===== src/rtl/core/rfl_pkg.sv =====
package rfl_pkg;

  // Field widths
  localparam int SIZE_W      = 12;
  localparam int ALIGN_W     = 3;
  localparam int IDX_OUT_W   = 5;
  localparam int TOTAL_W     = 18;
  localparam int IN_TDATA_W  = 16;
  localparam int OUT_TDATA_W = 48;
  localparam int IN_PAD_W    = IN_TDATA_W - SIZE_W - ALIGN_W;
  localparam int OUT_PAD_W   = OUT_TDATA_W - IDX_OUT_W - 2 * TOTAL_W;

  localparam logic [TOTAL_W-1:0] TOTAL_MAX = '1;

  // Parameter defaults
  localparam int MAX_FIELDS_DEF     = 32;
  localparam int MAX_ALIGN_LOG2_DEF = 4;

  // Controller -> datapath
  typedef struct packed {
    logic store;        // write field into stores, advance running total
    logic drop;         // field beyond capacity
    logic out_inorder;  // load result of an in-order field
    logic out_close;    // load closing result for a dropped last field
    logic clear;        // end of record
    logic walk_start;   // begin compaction walk
    logic walk_step;    // process entry presented by the store
    logic emit_start;   // begin result emission
    logic emit_load;    // load result of current entry, step index
  } rfl_cmd_t;

  // Datapath -> controller
  typedef struct packed {
    logic has_room;
    logic out_free;
    logic j_zero;
    logic k_zero;
    logic emit_last;
  } rfl_sts_t;

  // Round up to a multiple of 2**lg, saturating
  function automatic logic [TOTAL_W-1:0] align_up(input logic [TOTAL_W-1:0] v,
                                                  input logic [ALIGN_W-1:0] lg);
    logic [6:0]       mask;
    logic [TOTAL_W:0] sum;
    logic [TOTAL_W:0] r;
    mask = (7'(1) << lg) - 7'(1);
    sum  = {1'b0, v} + (TOTAL_W+1)'(mask);
    r    = sum & ~((TOTAL_W+1)'(mask));
    return r[TOTAL_W] ? TOTAL_MAX : r[TOTAL_W-1:0];
  endfunction

  function automatic logic [TOTAL_W-1:0] sat_add(input logic [TOTAL_W-1:0] a,
                                                 input logic [SIZE_W-1:0] b);
    logic [TOTAL_W:0] s;
    s = {1'b0, a} + (TOTAL_W+1)'(b);
    return s[TOTAL_W] ? TOTAL_MAX : s[TOTAL_W-1:0];
  endfunction

endpackage


===== src/rtl/core/rfl_ram.sv =====
module rfl_ram #(
  parameter int WIDTH = 8,
  parameter int DEPTH = 32
) (
  input  logic                                    clk_i,
  input  logic                                    we_i,
  input  logic [((DEPTH > 1) ? $clog2(DEPTH) : 1)-1:0] waddr_i,
  input  logic [WIDTH-1:0]                        wdata_i,
  input  logic [((DEPTH > 1) ? $clog2(DEPTH) : 1)-1:0] raddr_i,
  output logic [WIDTH-1:0]                        rdata_o
);

  logic [WIDTH-1:0] mem_q [DEPTH];
  logic [WIDTH-1:0] rdata_q;

  always_ff @(posedge clk_i) begin
    if (we_i) begin
      mem_q[waddr_i] <= wdata_i;
    end
    rdata_q <= mem_q[raddr_i];
  end

  assign rdata_o = rdata_q;

endmodule


===== src/rtl/core/rfl_ctrl.sv =====
module rfl_ctrl (
  input  logic              clk_i,
  input  logic              rst_ni,
  input  logic              cfg_we_i,
  input  logic              cfg_wdata_i,
  input  logic              in_valid_i,
  input  logic              in_last_i,
  output logic              in_ready_o,
  input  rfl_pkg::rfl_sts_t sts_i,
  output rfl_pkg::rfl_cmd_t cmd_o
);

  import rfl_pkg::*;

  localparam logic [2:0] ST_LOAD    = 3'd0;
  localparam logic [2:0] ST_WALK_RD = 3'd1;
  localparam logic [2:0] ST_WALK_EX = 3'd2;
  localparam logic [2:0] ST_EMIT_RD = 3'd3;
  localparam logic [2:0] ST_EMIT_WR = 3'd4;

  logic [2:0] state_q, state_d;
  logic       compact_q;
  logic       accept;

  assign in_ready_o = (state_q == ST_LOAD) && sts_i.out_free;
  assign accept     = in_valid_i && in_ready_o;

  always_comb begin
    state_d = state_q;
    cmd_o   = '0;
    case (state_q)
      ST_LOAD: begin
        if (accept) begin
          cmd_o.store = sts_i.has_room;
          cmd_o.drop  = !sts_i.has_room;
          if (!compact_q) begin
            cmd_o.out_inorder = sts_i.has_room;
            cmd_o.out_close   = !sts_i.has_room && in_last_i;
            cmd_o.clear       = in_last_i;
          end else if (in_last_i) begin
            cmd_o.walk_start = 1'b1;
            state_d          = ST_WALK_RD;
          end
        end
      end
      ST_WALK_RD: begin
        state_d = ST_WALK_EX;
      end
      ST_WALK_EX: begin
        cmd_o.walk_step = 1'b1;
        if (sts_i.j_zero && sts_i.k_zero) begin
          cmd_o.emit_start = 1'b1;
          state_d          = ST_EMIT_RD;
        end else begin
          state_d = ST_WALK_RD;
        end
      end
      ST_EMIT_RD: begin
        state_d = ST_EMIT_WR;
      end
      ST_EMIT_WR: begin
        if (sts_i.out_free) begin
          cmd_o.emit_load = 1'b1;
          if (sts_i.emit_last) begin
            cmd_o.clear = 1'b1;
            state_d     = ST_LOAD;
          end else begin
            state_d = ST_EMIT_RD;
          end
        end
      end
      default: begin
        state_d = ST_LOAD;
      end
    endcase
  end

  always_ff @(posedge clk_i or negedge rst_ni) begin
    if (!rst_ni) begin
      state_q   <= ST_LOAD;
      compact_q <= 1'b1;
    end else begin
      state_q <= state_d;
      if (cfg_we_i) begin
        compact_q <= cfg_wdata_i;
      end
    end
  end

endmodule


===== src/rtl/core/rfl_dp.sv =====
module rfl_dp #(
  parameter int MAX_FIELDS     = rfl_pkg::MAX_FIELDS_DEF,
  parameter int MAX_ALIGN_LOG2 = rfl_pkg::MAX_ALIGN_LOG2_DEF
) (
  input  logic                          clk_i,
  input  logic                          rst_ni,
  input  rfl_pkg::rfl_cmd_t             cmd_i,
  output rfl_pkg::rfl_sts_t             sts_o,
  input  logic [rfl_pkg::SIZE_W-1:0]    in_size_i,
  input  logic [rfl_pkg::ALIGN_W-1:0]   in_align_i,
  input  logic                          in_last_i,
  input  logic                          out_ready_i,
  output logic                          out_valid_o,
  output logic [rfl_pkg::IDX_OUT_W-1:0] out_idx_o,
  output logic [rfl_pkg::TOTAL_W-1:0]   out_offset_o,
  output logic [rfl_pkg::TOTAL_W-1:0]   out_total_o,
  output logic                          out_ovf_o,
  output logic                          out_last_o
);

  import rfl_pkg::*;

  localparam int IDX_W = (MAX_FIELDS > 1) ? $clog2(MAX_FIELDS) : 1;
  localparam int CNT_W = $clog2(MAX_FIELDS + 1);
  localparam logic [ALIGN_W-1:0] ALIGN_MAX = ALIGN_W'(MAX_ALIGN_LOG2);

  // record state
  logic [TOTAL_W-1:0] rt_q, rt_d;
  logic [CNT_W-1:0]   count_q, count_d;
  logic               ovf_q, ovf_d;
  // walk / emit state
  logic [IDX_W-1:0]   j_q, j_d;
  logic [ALIGN_W-1:0] k_q, k_d;
  logic [TOTAL_W-1:0] tot_q, tot_d;
  logic               placed_q, placed_d;
  // result register
  logic                 ovalid_q, ovalid_d;
  logic [IDX_OUT_W-1:0] oidx_q, oidx_d;
  logic [TOTAL_W-1:0]   ooff_q, ooff_d;
  logic [TOTAL_W-1:0]   otot_q, otot_d;
  logic                 oovf_q, oovf_d;
  logic                 olast_q, olast_d;

  logic [ALIGN_W-1:0]        lg_sat;
  logic [TOTAL_W-1:0]        load_off;
  logic [TOTAL_W-1:0]        load_tot;
  logic [CNT_W-1:0]          cnt_next;
  logic [CNT_W-1:0]          cnt_last;
  logic [SIZE_W+ALIGN_W-1:0] fld_rd;
  logic [SIZE_W-1:0]         rd_size;
  logic [ALIGN_W-1:0]        rd_align;
  logic [TOTAL_W-1:0]        rd_off;
  logic                      hit;
  logic [TOTAL_W-1:0]        walk_t0;
  logic                      off_we;
  logic [IDX_W-1:0]          off_waddr;
  logic [TOTAL_W-1:0]        off_wdata;
  logic                      out_free;

  assign lg_sat   = (in_align_i > ALIGN_MAX) ? ALIGN_MAX : in_align_i;
  assign load_off = align_up(rt_q, lg_sat);
  assign load_tot = sat_add(load_off, in_size_i);
  assign cnt_next = count_q + CNT_W'(cmd_i.store);
  assign cnt_last = count_q - CNT_W'(1);

  assign rd_size  = fld_rd[SIZE_W-1:0];
  assign rd_align = fld_rd[SIZE_W+ALIGN_W-1:SIZE_W];
  assign hit      = (rd_align == k_q);
  assign walk_t0  = placed_q ? tot_q : align_up(tot_q, k_q);

  assign off_we    = cmd_i.store || (cmd_i.walk_step && hit);
  assign off_waddr = cmd_i.store ? IDX_W'(count_q) : j_q;
  assign off_wdata = cmd_i.store ? load_off : walk_t0;

  rfl_ram #(
    .WIDTH (SIZE_W + ALIGN_W),
    .DEPTH (MAX_FIELDS)
  ) u_fld_ram (
    .clk_i   (clk_i),
    .we_i    (cmd_i.store),
    .waddr_i (IDX_W'(count_q)),
    .wdata_i ({lg_sat, in_size_i}),
    .raddr_i (j_q),
    .rdata_o (fld_rd)
  );

  rfl_ram #(
    .WIDTH (TOTAL_W),
    .DEPTH (MAX_FIELDS)
  ) u_off_ram (
    .clk_i   (clk_i),
    .we_i    (off_we),
    .waddr_i (off_waddr),
    .wdata_i (off_wdata),
    .raddr_i (j_q),
    .rdata_o (rd_off)
  );

  assign out_free = !ovalid_q || out_ready_i;

  assign sts_o.has_room  = (count_q < CNT_W'(MAX_FIELDS));
  assign sts_o.out_free  = out_free;
  assign sts_o.j_zero    = (j_q == '0);
  assign sts_o.k_zero    = (k_q == '0);
  assign sts_o.emit_last = (CNT_W'(j_q) == cnt_last);

  always_comb begin
    rt_d     = rt_q;
    count_d  = count_q;
    ovf_d    = ovf_q;
    j_d      = j_q;
    k_d      = k_q;
    tot_d    = tot_q;
    placed_d = placed_q;

    if (cmd_i.store) begin
      rt_d    = load_tot;
      count_d = cnt_next;
    end
    if (cmd_i.drop) begin
      ovf_d = 1'b1;
    end

    if (cmd_i.walk_start) begin
      j_d      = IDX_W'(cnt_next - CNT_W'(1));
      k_d      = ALIGN_MAX;
      tot_d    = '0;
      placed_d = 1'b0;
    end else if (cmd_i.walk_step) begin
      if (hit) begin
        tot_d    = sat_add(walk_t0, rd_size);
        placed_d = 1'b1;
      end
      if (j_q == '0) begin
        if (k_q != '0) begin
          // next weaker alignment class, highest index first
          k_d      = k_q - ALIGN_W'(1);
          j_d      = IDX_W'(cnt_last);
          placed_d = 1'b0;
        end
      end else begin
        j_d = j_q - IDX_W'(1);
      end
    end

    if (cmd_i.emit_start) begin
      j_d = '0;
    end else if (cmd_i.emit_load) begin
      j_d = j_q + IDX_W'(1);
    end

    if (cmd_i.clear) begin
      rt_d    = '0;
      count_d = '0;
      ovf_d   = 1'b0;
    end
  end

  always_comb begin
    ovalid_d = ovalid_q && !out_ready_i;
    oidx_d   = oidx_q;
    ooff_d   = ooff_q;
    otot_d   = otot_q;
    oovf_d   = oovf_q;
    olast_d  = olast_q;
    if (cmd_i.out_inorder) begin
      ovalid_d = 1'b1;
      oidx_d   = IDX_OUT_W'(count_q);
      ooff_d   = load_off;
      otot_d   = load_tot;
      oovf_d   = ovf_q;
      olast_d  = in_last_i;
    end else if (cmd_i.out_close) begin
      ovalid_d = 1'b1;
      oidx_d   = '0;
      ooff_d   = '0;
      otot_d   = rt_q;
      oovf_d   = 1'b1;
      olast_d  = 1'b1;
    end else if (cmd_i.emit_load) begin
      ovalid_d = 1'b1;
      oidx_d   = IDX_OUT_W'(j_q);
      ooff_d   = rd_off;
      otot_d   = tot_q;
      oovf_d   = ovf_q;
      olast_d  = sts_o.emit_last;
    end
  end

  always_ff @(posedge clk_i or negedge rst_ni) begin
    if (!rst_ni) begin
      rt_q     <= '0;
      count_q  <= '0;
      ovf_q    <= 1'b0;
      ovalid_q <= 1'b0;
    end else begin
      rt_q     <= rt_d;
      count_q  <= count_d;
      ovf_q    <= ovf_d;
      ovalid_q <= ovalid_d;
    end
  end

  always_ff @(posedge clk_i) begin
    j_q      <= j_d;
    k_q      <= k_d;
    tot_q    <= tot_d;
    placed_q <= placed_d;
    oidx_q   <= oidx_d;
    ooff_q   <= ooff_d;
    otot_q   <= otot_d;
    oovf_q   <= oovf_d;
    olast_q  <= olast_d;
  end

  assign out_valid_o  = ovalid_q;
  assign out_idx_o    = oidx_q;
  assign out_offset_o = ooff_q;
  assign out_total_o  = otot_q;
  assign out_ovf_o    = oovf_q;
  assign out_last_o   = olast_q;

endmodule


===== src/rtl/core/record_field_layout.sv =====
// In-order mode: result of a field is valid the cycle after its transfer; 1 field/cycle while the
// output is not stalled. Compact mode: fields load 1/cycle while the output is not stalled; after
//   the last field the layout walk reads the store once per class and entry (N stored fields),
//   then results leave one per entry through emit read and write states, held by any output stall.
// Reset (rst_ni low, async): record cleared, result register empty, compact_mode = 1.
// Field stores have no reset; only entries written in the current record are read.
module record_field_layout #(
  parameter int MAX_FIELDS     = rfl_pkg::MAX_FIELDS_DEF,
  parameter int MAX_ALIGN_LOG2 = rfl_pkg::MAX_ALIGN_LOG2_DEF
) (
  input  logic                              clk_i,
  input  logic                              rst_ni,
  // configuration: compact_mode
  input  logic                              cfg_we_i,
  input  logic                              cfg_wdata_i,
  // field stream in
  input  logic                              s_axis_tvalid,
  output logic                              s_axis_tready,
  // [11:0] elem_size, [14:12] elem_align_log2, [15] zero
  input  logic [rfl_pkg::IN_TDATA_W-1:0]    s_axis_tdata,
  input  logic                              s_axis_tlast,   // last_elem
  // layout stream out
  output logic                              m_axis_tvalid,
  input  logic                              m_axis_tready,
  // [4:0] elem_index, [22:5] elem_offset, [40:23] record_size, [47:41] zero
  output logic [rfl_pkg::OUT_TDATA_W-1:0]   m_axis_tdata,
  output logic                              m_axis_tuser,   // overflow
  output logic                              m_axis_tlast    // last_result
);

  import rfl_pkg::*;

  rfl_cmd_t cmd;
  rfl_sts_t sts;

  logic [IDX_OUT_W-1:0] out_idx;
  logic [TOTAL_W-1:0]   out_offset;
  logic [TOTAL_W-1:0]   out_total;

  // Controller: mode register, load / walk / emit sequencing
  rfl_ctrl u_ctrl (
    .clk_i       (clk_i),
    .rst_ni      (rst_ni),
    .cfg_we_i    (cfg_we_i),
    .cfg_wdata_i (cfg_wdata_i),
    .in_valid_i  (s_axis_tvalid),
    .in_last_i   (s_axis_tlast),
    .in_ready_o  (s_axis_tready),
    .sts_i       (sts),
    .cmd_o       (cmd)
  );

  // Datapath: field stores, running total, walk counters, result register
  rfl_dp #(
    .MAX_FIELDS     (MAX_FIELDS),
    .MAX_ALIGN_LOG2 (MAX_ALIGN_LOG2)
  ) u_dp (
    .clk_i        (clk_i),
    .rst_ni       (rst_ni),
    .cmd_i        (cmd),
    .sts_o        (sts),
    .in_size_i    (s_axis_tdata[SIZE_W-1:0]),
    .in_align_i   (s_axis_tdata[SIZE_W+ALIGN_W-1:SIZE_W]),
    .in_last_i    (s_axis_tlast),
    .out_ready_i  (m_axis_tready),
    .out_valid_o  (m_axis_tvalid),
    .out_idx_o    (out_idx),
    .out_offset_o (out_offset),
    .out_total_o  (out_total),
    .out_ovf_o    (m_axis_tuser),
    .out_last_o   (m_axis_tlast)
  );

  assign m_axis_tdata = {{OUT_PAD_W{1'b0}}, out_total, out_offset, out_idx};

  // At most one source loads the result register per cycle
  a_out_load_onehot: assert property (@(posedge clk_i) disable iff (!rst_ni)
    $onehot0({cmd.out_inorder, cmd.out_close, cmd.emit_load}))
    else $error("multiple result loads in one cycle");

  // A pending result is never overwritten
  a_out_no_clobber: assert property (@(posedge clk_i) disable iff (!rst_ni)
    (cmd.out_inorder || cmd.out_close || cmd.emit_load) |-> sts.out_free)
    else $error("result register overwritten while held");

  // Input is closed while a compact layout is in progress
  a_walk_blocks_input: assert property (@(posedge clk_i) disable iff (!rst_ni)
    cmd.walk_start |=> !s_axis_tready)
    else $error("input open during layout walk");

  // The final emitted entry closes the record
  a_emit_last: assert property (@(posedge clk_i) disable iff (!rst_ni)
    (cmd.emit_load && sts.emit_last) |=> (m_axis_tvalid && m_axis_tlast))
    else $error("record end not marked on final result");

endmodule

===== config.mk =====
export PLATFORM = sky130hd
export DESIGN_NAME = record_field_layout
export DESIGN_NICKNAME = d
export VERILOG_FILES = /design/src/rtl/core/rfl_pkg.sv /design/src/rtl/core/rfl_ram.sv /design/src/rtl/core/rfl_ctrl.sv /design/src/rtl/core/rfl_dp.sv /design/src/rtl/core/record_field_layout.sv
export SDC_FILE = /design/constraint.sdc
export NUM_CORES = 1
export LEC_CHECK = 0
export BUFFER_PORTS_ARGS = -buffer_cell sky130_fd_sc_hd__buf_2
export CAP_MARGIN = 20
export CORE_MARGIN = 3
export CORE_UTILIZATION = 57
export DETAILED_ROUTE_END_ITERATION = 6
export PLACE_DENSITY = 0.76
export REMOVE_ABC_BUFFERS = 1
export SETUP_SLACK_MARGIN = 0.15
export SYNTH_ARGS = -nofsm -noshare
export SYNTH_HDL_FRONTEND = slang
export SYNTH_SLANG_ARGS = --single-unit

===== constraint.sdc =====
create_clock -name clk_i -period 5 [get_ports clk_i]
set_input_delay 0.75 -clock clk_i [delete_from_list [all_inputs] [get_ports clk_i]]
set_output_delay 0.75 -clock clk_i [all_outputs]
set_load 0.02 [all_outputs]

==> summary.md, run 1 <==
| Metric | Value |
|---|---|
| Slew Viols, Final | 0 |
| First-pass GRT wire length | 183000 um |
| DRC violations left | 0 |
| Async S/R FF share, synth | 2.52% |
| Status | finished clean |
| Max-Slew Margin vs Limit | 40.8% |
| Mapped cell area | 49100 um^2 |
| Die X | 299 um |
| R2r setup slk | 300 ps |
| GRT overflow | 0 |
| DR iter-0 viols | 3431 |
| EDFF count, synth | 1099 |
| Root Driver | clkbuf_16 |
| Syn_area_per_cell | 18.8 um^2 |
| Leak pwr | 19.0 nW |
| Placer Congestion | 0.977 |
| Antenna cell count | 0 |
| Vias post-DR | 27400 |
| Most common cell after layout, fill and taps aside | edfxtp_1 |
| Crit path largest cell delay | 400 ps |
| CTS Buffer Depth | 3 |
| Core area | 84500 um^2 |
| I/O Pins | 75 |
| Final ANT Viol Nets | 0 |
| Commonest cells after routing, fill and taps aside | edfxtp_1 (1099), mux4_2 (330), buf_4 (246) |
| Kind of critical path | flip-flop to flip-flop |
| Setup violators final | 0 |
| Clk_lat worst skew | 670 ps |
| Crit. Startpoint | u_dp.k_q[1]$_SDFFE_PP0P_ |
| HPWL after DPL | 71000 um |
| Die area | 89600 um^2 |
| Clk sinks | 1189 |
| CP cell instances | inv_4 > ha_4 > nor2b_4 > inv_2 > buf_4 > and2_1 > fa_2 > a211oi_2 > o21a_1 > nor3_2 > a41o_1 > buf_6 > o22a_1 > ha_4 > a211oi_2 > o21a_1 > nor3_2 > o31ai_1 > buf_4 > nor3_4 > nand3_4 > buf_12 > a221oi_2 |
| Critical path capture point type | flip-flop |
| Worst Setup Start Kind | flip-flop |
| Switching Share | 31.0% |
| Starting Density | 58.1% |
| Worst-path clk slew | 70 ps |
| Worst EP required | 5600 ps |
| DRT Wirelength | 125000 um |
| Cts bufs inserted | 111 |
| Hold WC Path Type | input port to async pin |
| Fin cells | 4142 |
| First-pass detailed-route iteration total | 5 |
| Rows | 106 |
| Tcrit/Tclk final | 94.1% |
| Synth cell types | 81 |
| Logic pwr share | 32.5% |
| Placed Cells incl. Taps | 3921 |
| Vias in the first global route | 27600 |
| Gr usage total | 28.0% |
| Minimum clock period | 4700 ps |
| Initial antenna violation count | 6 |
| Power per standard cell area | 556 nW/um^2 |
| P_sw | 9.72 mW |
| Setup Skew | 14.9 ps |
| Crit-path max FO | 8 |
| Final Hold Fails | 0 |
| Yosys Warn Count | 0 |
| TritonCTS clock tree | built |
| Die height | 299 um |
| # hold bufs at CTS | 0 |
| Synth area leader | edfxtp_1 |
| Peak supply drop | 0.423 mV |
| RR Startpoint | u_dp.k_q[1]$_SDFFE_PP0P_ |
| Worst r2r dst | u_dp.tot_q[1]$_SDFFE_PP0P_ |
| Synth top area share | 67.3% |
| Register area share after synthesis | 71.2% |
| H-tree levels | 3 |
| RSZ-0062 raised after global routing | yes |
| Clock share of power | 26.5% |
| Max cap viols | 0 |
| NumNets Final | 2995 |
| R2R depth | 23 |
| Critical-path top delay cell | fa_2 |
| Mapped Cells | 2612 |
| Synth-to-layout area growth | 15.2% |
| Internal | 21.7 mW |
| Seq cells post-synth | 1189 |
| Largest net degree at the start of global routing | 97 |
| Synth top area cells | edfxtp_1 (67%), mux4_2 (15%), dfxtp_1 (2.4%), dfrtp_1 (1.5%), ha_1 (1.3%) |
| Worst slew pin tran | 887 ps |
| WP data arrival | 5300 ps |
| Avg WL per Cell | 30.1 um |
| Ratio of cells with drive above 1 in the final layout | 33.3% |
| Sequential power share | 41.0% |
| Port bufs | 66 |
| Tightest hold margin | 201 ps |
| Main flop type after synthesis | edfxtp_1 |
| Via density | 6.61 |
| Maximum clock rate | 213 MHz |
## registers in the layout, summed over array words and instances, names as in the netlist
name,count
u_dp.out_idx_o,5
u_ctrl.state_q,3
u_dp.u_fld_ram.mem_q,480
u_dp.out_ovf_o,1
u_dp.k_q,3
u_dp.u_off_ram.mem_q,576
u_dp.u_fld_ram.rdata_o,15
u_dp.tot_q,18
u_dp.ovf_q,1
u_dp.rt_q,18
u_dp.placed_q,1
u_dp.u_off_ram.rdata_o,18
u_dp.count_q,6
u_dp.out_total_o,18
u_dp.out_valid_o,1
u_dp.out_offset_o,18
u_dp.out_last_o,1
u_dp.j_q,5
u_ctrl.compact_q,1
## cell families after synthesis
| family | share of synthesized area [%] |
|---|---|
| muxes | 16.7 |
| adders and majority gates | 1.49 |
| xor gates and xnor gates | 1.12 |
| AOI/OAI and AO/OA | 3.66 |
| DFF | 71.2 |
| and+or+nand+nor | 4.25 |
| other | 0.00764 |
| buffers and inverters | 1.48 |
## worst max-delay path, delay by kind of cell, from the launching register on
kind,cells,cell delay (ps)
AO/OA/AOI/OAI,8,1590
buffers and inverters,6,780
AND/OR/NAND/NOR,6,1050
flip-flops,1,340
adder cells (fa/ha/maj),3,840
## what timing repair did
action / 4_1_cts / 5_1_grt
resized for setup: 21 / 67
pin swaps: 6 / 39
buffers inserted: 2 / 11
endpoints found under the setup margin: 30 / 54
cloned: 1 / 1
## Yosys cell counts, types with 5 or more instances
cell type and n:
or3_1 9, o22ai_1 5, mux2_2 42, and2_1 7
o31ai_1 5, nor2b_1 9, o21a_1 14, edfxtp_1 1099
xor2_1 32, a211oi_1 25, nand4_1 9, o21ai_1 7
mux4_2 330, xnor2_1 31, nor2_1 158, inv_1 33
o22a_1 5, or4_1 5, a21oi_1 54, clkbuf_1 83
nand2b_1 15, a21o_1 12, and3_1 10, nand2_1 112
o21ai_0 86, buf_4 7, dfxtp_1 60, dfrtp_1 29
nor3_1 34, ha_1 52, buf_2 20, nand3_1 47
buf_1 32, a31oi_1 19, a32oi_1 6, mux2i_1 31
## per-stage QoR
stage | power, mW | setup TNS [ps] | setup slack, ps | util, % | area (um^2)
2_1_floorplan | 19.4 | -5438620 | -9600 | - | 48500
3_3_place_gp | 22.5 | -9890 | -453 | 61.9 | 52300
3_5_place_dp | 22.8 | -19060 | -646 | 61.9 | 52300
4_1_cts | 31.2 | 0 | 53.2 | 66.3 | 56000
5_1_grt | 32.6 | 0 | 94.5 | 66.9 | 56500
6_report | 31.4 | 0 | 297 | 66.9 | 56500
## layer usage
layer  track usage, %  part of all wire, %  vias up  wire [um]
li1                 -                    -    11200          -
met1             40.2                   39    14200      48200
met2             44.1                   48     1725      60200
met3             5.87                   10      220      12800
met4             8.59                  2.8        4       3520
met5                0                0.017        -         21
## power by group through the flow
| stage | Clock (mW) | Sequential, mW | Combinational, mW |
|---|---|---|---|
| 2_1_floorplan | 0 | 13.4 | 6.04 |
| 3_3_place_gp | 0 | 13.0 | 9.50 |
| 3_5_place_dp | 0 | 13.0 | 9.74 |
| 4_1_cts | 8.42 | 12.8 | 9.91 |
| 5_1_grt | 8.82 | 12.9 | 10.9 |
| 6_report | 8.33 | 12.9 | 10.2 |
## final cells by class
cell class,instances,area [um^2]
well taps,1134,1420
multi-input cells,1255,14000
inverters,35,134
flip-flops and latches,1189,35000
clock buffers,148,3040
repair buffers,324,2400
fillers,5276,28000
clock inverters,57,541
## worst max path at each step
stage	end
4_1_cts	u_dp.out_total_o[16]$_DFFE_PP_
2_1_floorplan	u_dp.u_off_ram.mem_q[11][0]$_DFFE_PP_
3_3_place_gp	u_dp.rt_q[3]$_DFFE_PN0P_
6_report	u_dp.tot_q[1]$_SDFFE_PP0P_
3_5_place_dp	u_dp.rt_q[15]$_DFFE_PN0P_
5_1_grt	u_dp.tot_q[1]$_SDFFE_PP0P_
No activity file was read; power rests on OpenSTA's default activity.
==> inputs of run 2 (changes only) <==
CORE_ASPECT_RATIO = 0.5   (was default)
==> run 2 against run 1 <==
  * Via count is 4.0% lower
  * Non-clock buffer count is 27 lower
  * Fmax is 1.1% lower
  * Hold slack worse by 55 ps
  * Global-route usage is 2.0 points lower
  * Critical endpoint unchanged
  * Largest cell class unchanged
  * Largest power group unchanged
==> summary.md, run 2 (same netlist as run 1, synthesis figures left out) <==
| Metric | Value |
|---|---|
| Status | finished clean |
| R2r setup slk | 240 ps |
| Setup Skew | 23.1 ps |
| Starting Density | 58.0% |
| R2R depth | 21 |
| Via density | 6.39 |
| Tightest hold margin | 146 ps |
| Largest net degree at the start of global routing | 121 |
| First-pass detailed-route iteration total | 5 |
| Minimum clock period | 4760 ps |
| Power per standard cell area | 544 nW/um^2 |
| Clk sinks | 1189 |
| Worst-path clk slew | 70 ps |
| Avg WL per Cell | 28.3 um |
| Critical path capture point type | flip-flop |
| DR iter-0 viols | 3214 |
| Die area | 89900 um^2 |
| Leak pwr | 18.7 nW |
| NumNets Final | 2955 |
| H-tree levels | 3 |
| Placer Congestion | 0.931 |
| Hold WC Path Type | input port to async pin |
| Crit. Startpoint | u_dp.k_q[0]$_SDFFE_PP0P_ |
| Worst r2r dst | u_dp.tot_q[1]$_SDFFE_PP0P_ |
| Setup violators final | 0 |
| Kind of critical path | flip-flop to flip-flop |
| Placement Setup Slack | -571 ps |
| CTS Buffer Depth | 3 |
| Final Hold Fails | 0 |
| Buf+Inv Stages, Crit Path | 6 |
| Largest Register | u_dp.u_off_ram.mem_q |
| Gr usage total | 26.1% |
| WP data arrival | 5350 ps |
| CP cell instances | inv_1 > buf_4 > ha_1 > o31a_1 > or3_1 > ha_2 > o21ai_2 > o21a_1 > buf_4 > buf_4 > or3_4 > mux2_4 > ha_4 > nor3_1 > nor2_1 > o31ai_2 > buf_4 > nor3_4 > nand3_4 > buf_12 > a221oi_2 |
| Core area | 84500 um^2 |
| Final setup margin | 243 ps |
| First-pass GRT wire length | 172000 um |
| Initial antenna violation count | 3 |
| Tcrit/Tclk final | 95.1% |
| Most common cell after layout, fill and taps aside | edfxtp_1 |
| Port bufs | 66 |
| Vias post-DR | 26300 |
| Max-Slew Margin vs Limit | 30.4% |
| Maximum clock rate | 210 MHz |
| Most used cell along the critical path | buf_4 |
| Tot Pwr | 30.5 mW |
| TritonCTS clock tree | built |
| Crit-path max FO | 8 |
| Top flop regs | u_dp.u_off_ram.mem_q x576, u_dp.u_fld_ram.mem_q x480 |
| Final ANT Viol Nets | 0 |
| Commonest cells after routing, fill and taps aside | edfxtp_1 (1099), mux4_2 (330), buf_4 (215) |
| Critical-path top delay cell | or3_4 |
| Worst Setup Start Kind | flip-flop |
| Worst slew pin tran | 1040 ps |
| Cts bufs inserted | 99 |
| Max cap viols | 0 |
| HPWL after DPL | 66700 um |
| I/O Pins | 75 |
| Die X | 421 um |
| Die height | 213 um |
| Synth-to-layout area growth | 14.1% |
| RSZ-0062 raised after global routing | yes |
| Crit path largest cell delay | 380 ps |
| Max reg flops | 576 |
| Worst EP required | 5590 ps |
| RR Startpoint | u_dp.k_q[0]$_SDFFE_PP0P_ |
| Root Driver | clkbuf_16 |
| Crit-path leading delay family | simple AND/OR/NAND/NOR gates |
| # hold bufs at CTS | 0 |
| GRT overflow | 0 |
| Vias in the first global route | 26700 |
| DRT Wirelength | 117000 um |
| Slew Viols, Final | 0 |
| Ratio of cells with drive above 1 in the final layout | 32.1% |
| Clk_lat worst skew | 700 ps |
| Peak supply drop | 0.340 mV |
| Rows | 75 |
| DRC violations left | 0 |
## run 2: cell types whose count changed in the layout (fill, tap and decap cells not counted), moves of 3 or more
cell        before  now
clkbuf_16      114  101
inv_4            3    0
ha_1            40   44
clkinvlp_4       1    5
inv_6            1    5
buf_4          246  215
clkbuf_1        27   21
clkinv_2        19   14
ha_4             9    5
a21oi_2         13   10
clkinv_1        19   16
a21oi_1         40   43
## run 2: worst max-delay path by stage
stage | cells past startpoint | to | slack, ps
after CTS | 23 | u_dp.tot_q[17]$_SDFFE_PP0P_ | 170
after global routing | 23 | u_dp.tot_q[1]$_SDFFE_PP0P_ | 40
after floorplan | 2 | u_dp.u_off_ram.mem_q[11][0]$_DFFE_PP_ | -9600
final | 21 | u_dp.tot_q[1]$_SDFFE_PP0P_ | 240
after detailed placement | 22 | u_dp.out_total_o[14]$_DFFE_PP_ | -570
after global placement | 22 | u_dp.out_total_o[14]$_DFFE_PP_ | -510
## run 2: routing by layer
layer / track usage (%) / part of all wire, % / up-vias
li1: - / - / 11100
met5: 0 / 0.011 / -
met2: 43.9 / 50 / 1251
met4: 8.19 / 2.9 / 2
met3: 4.60 / 7.9 / 217
met1: 35.6 / 40 / 13700
## run 2: power breakdown
part | total, mW | internal, mW | switching [mW]
clock | 7.83 | 4.28 | 3.55
sequential | 12.9 | 12.2 | 0.743
combinational | 9.75 | 4.65 | 5.10
total | 30.5 | 21.1 | 9.39
## run 2: final cells by class
class,count,area (um^2)
clock inverter,56,564
fill,5327,28600
inverter,35,131
antenna,1,2.50
clock buffer,128,2680
tap,1155,1450
sequential,1189,35000
multi-input combinational,1254,13900
timing repair buffer,297,2270
## run 2: worst register-to-register path, cell delays in order, from the launching register on
cell	delay (ps)
dfxtp_2	320
inv_1	50
buf_4	130
ha_1	210
o31a_1	270
or3_1	350
ha_2	370
o21ai_2	70
o21a_1	240
buf_4	150
buf_4	140
or3_4	380
mux2_4	340
ha_4	300
nor3_1	60
nor2_1	200
o31ai_2	110
buf_4	160
nor3_4	270
nand3_4	160
buf_12	180
a221oi_2	220
## run 2: what timing repair did
action / in CTS / in global routing
endpoints found under the setup margin: 18 / 53
gates resized for setup: 19 / 64
pin swaps: 3 / 30
buffers inserted: 0 / 13
cloned: 0 / 1
## run 2: per-stage QoR
| step | std cells | util (%) | cell area (um^2) | TNS, ps |
|---|---|---|---|---|
| global route | 4115 | 66.2 | 56000 | 0 |
| detailed placement | 3912 | 61.7 | 52200 | -19690 |
| global placement | 3910 | 61.7 | 52100 | -12950 |
| CTS | 4096 | 65.6 | 55500 | 0 |
| finish | 4115 | 66.2 | 56000 | 0 |
| floorplan | 2478 | - | 48500 | -5438620 |
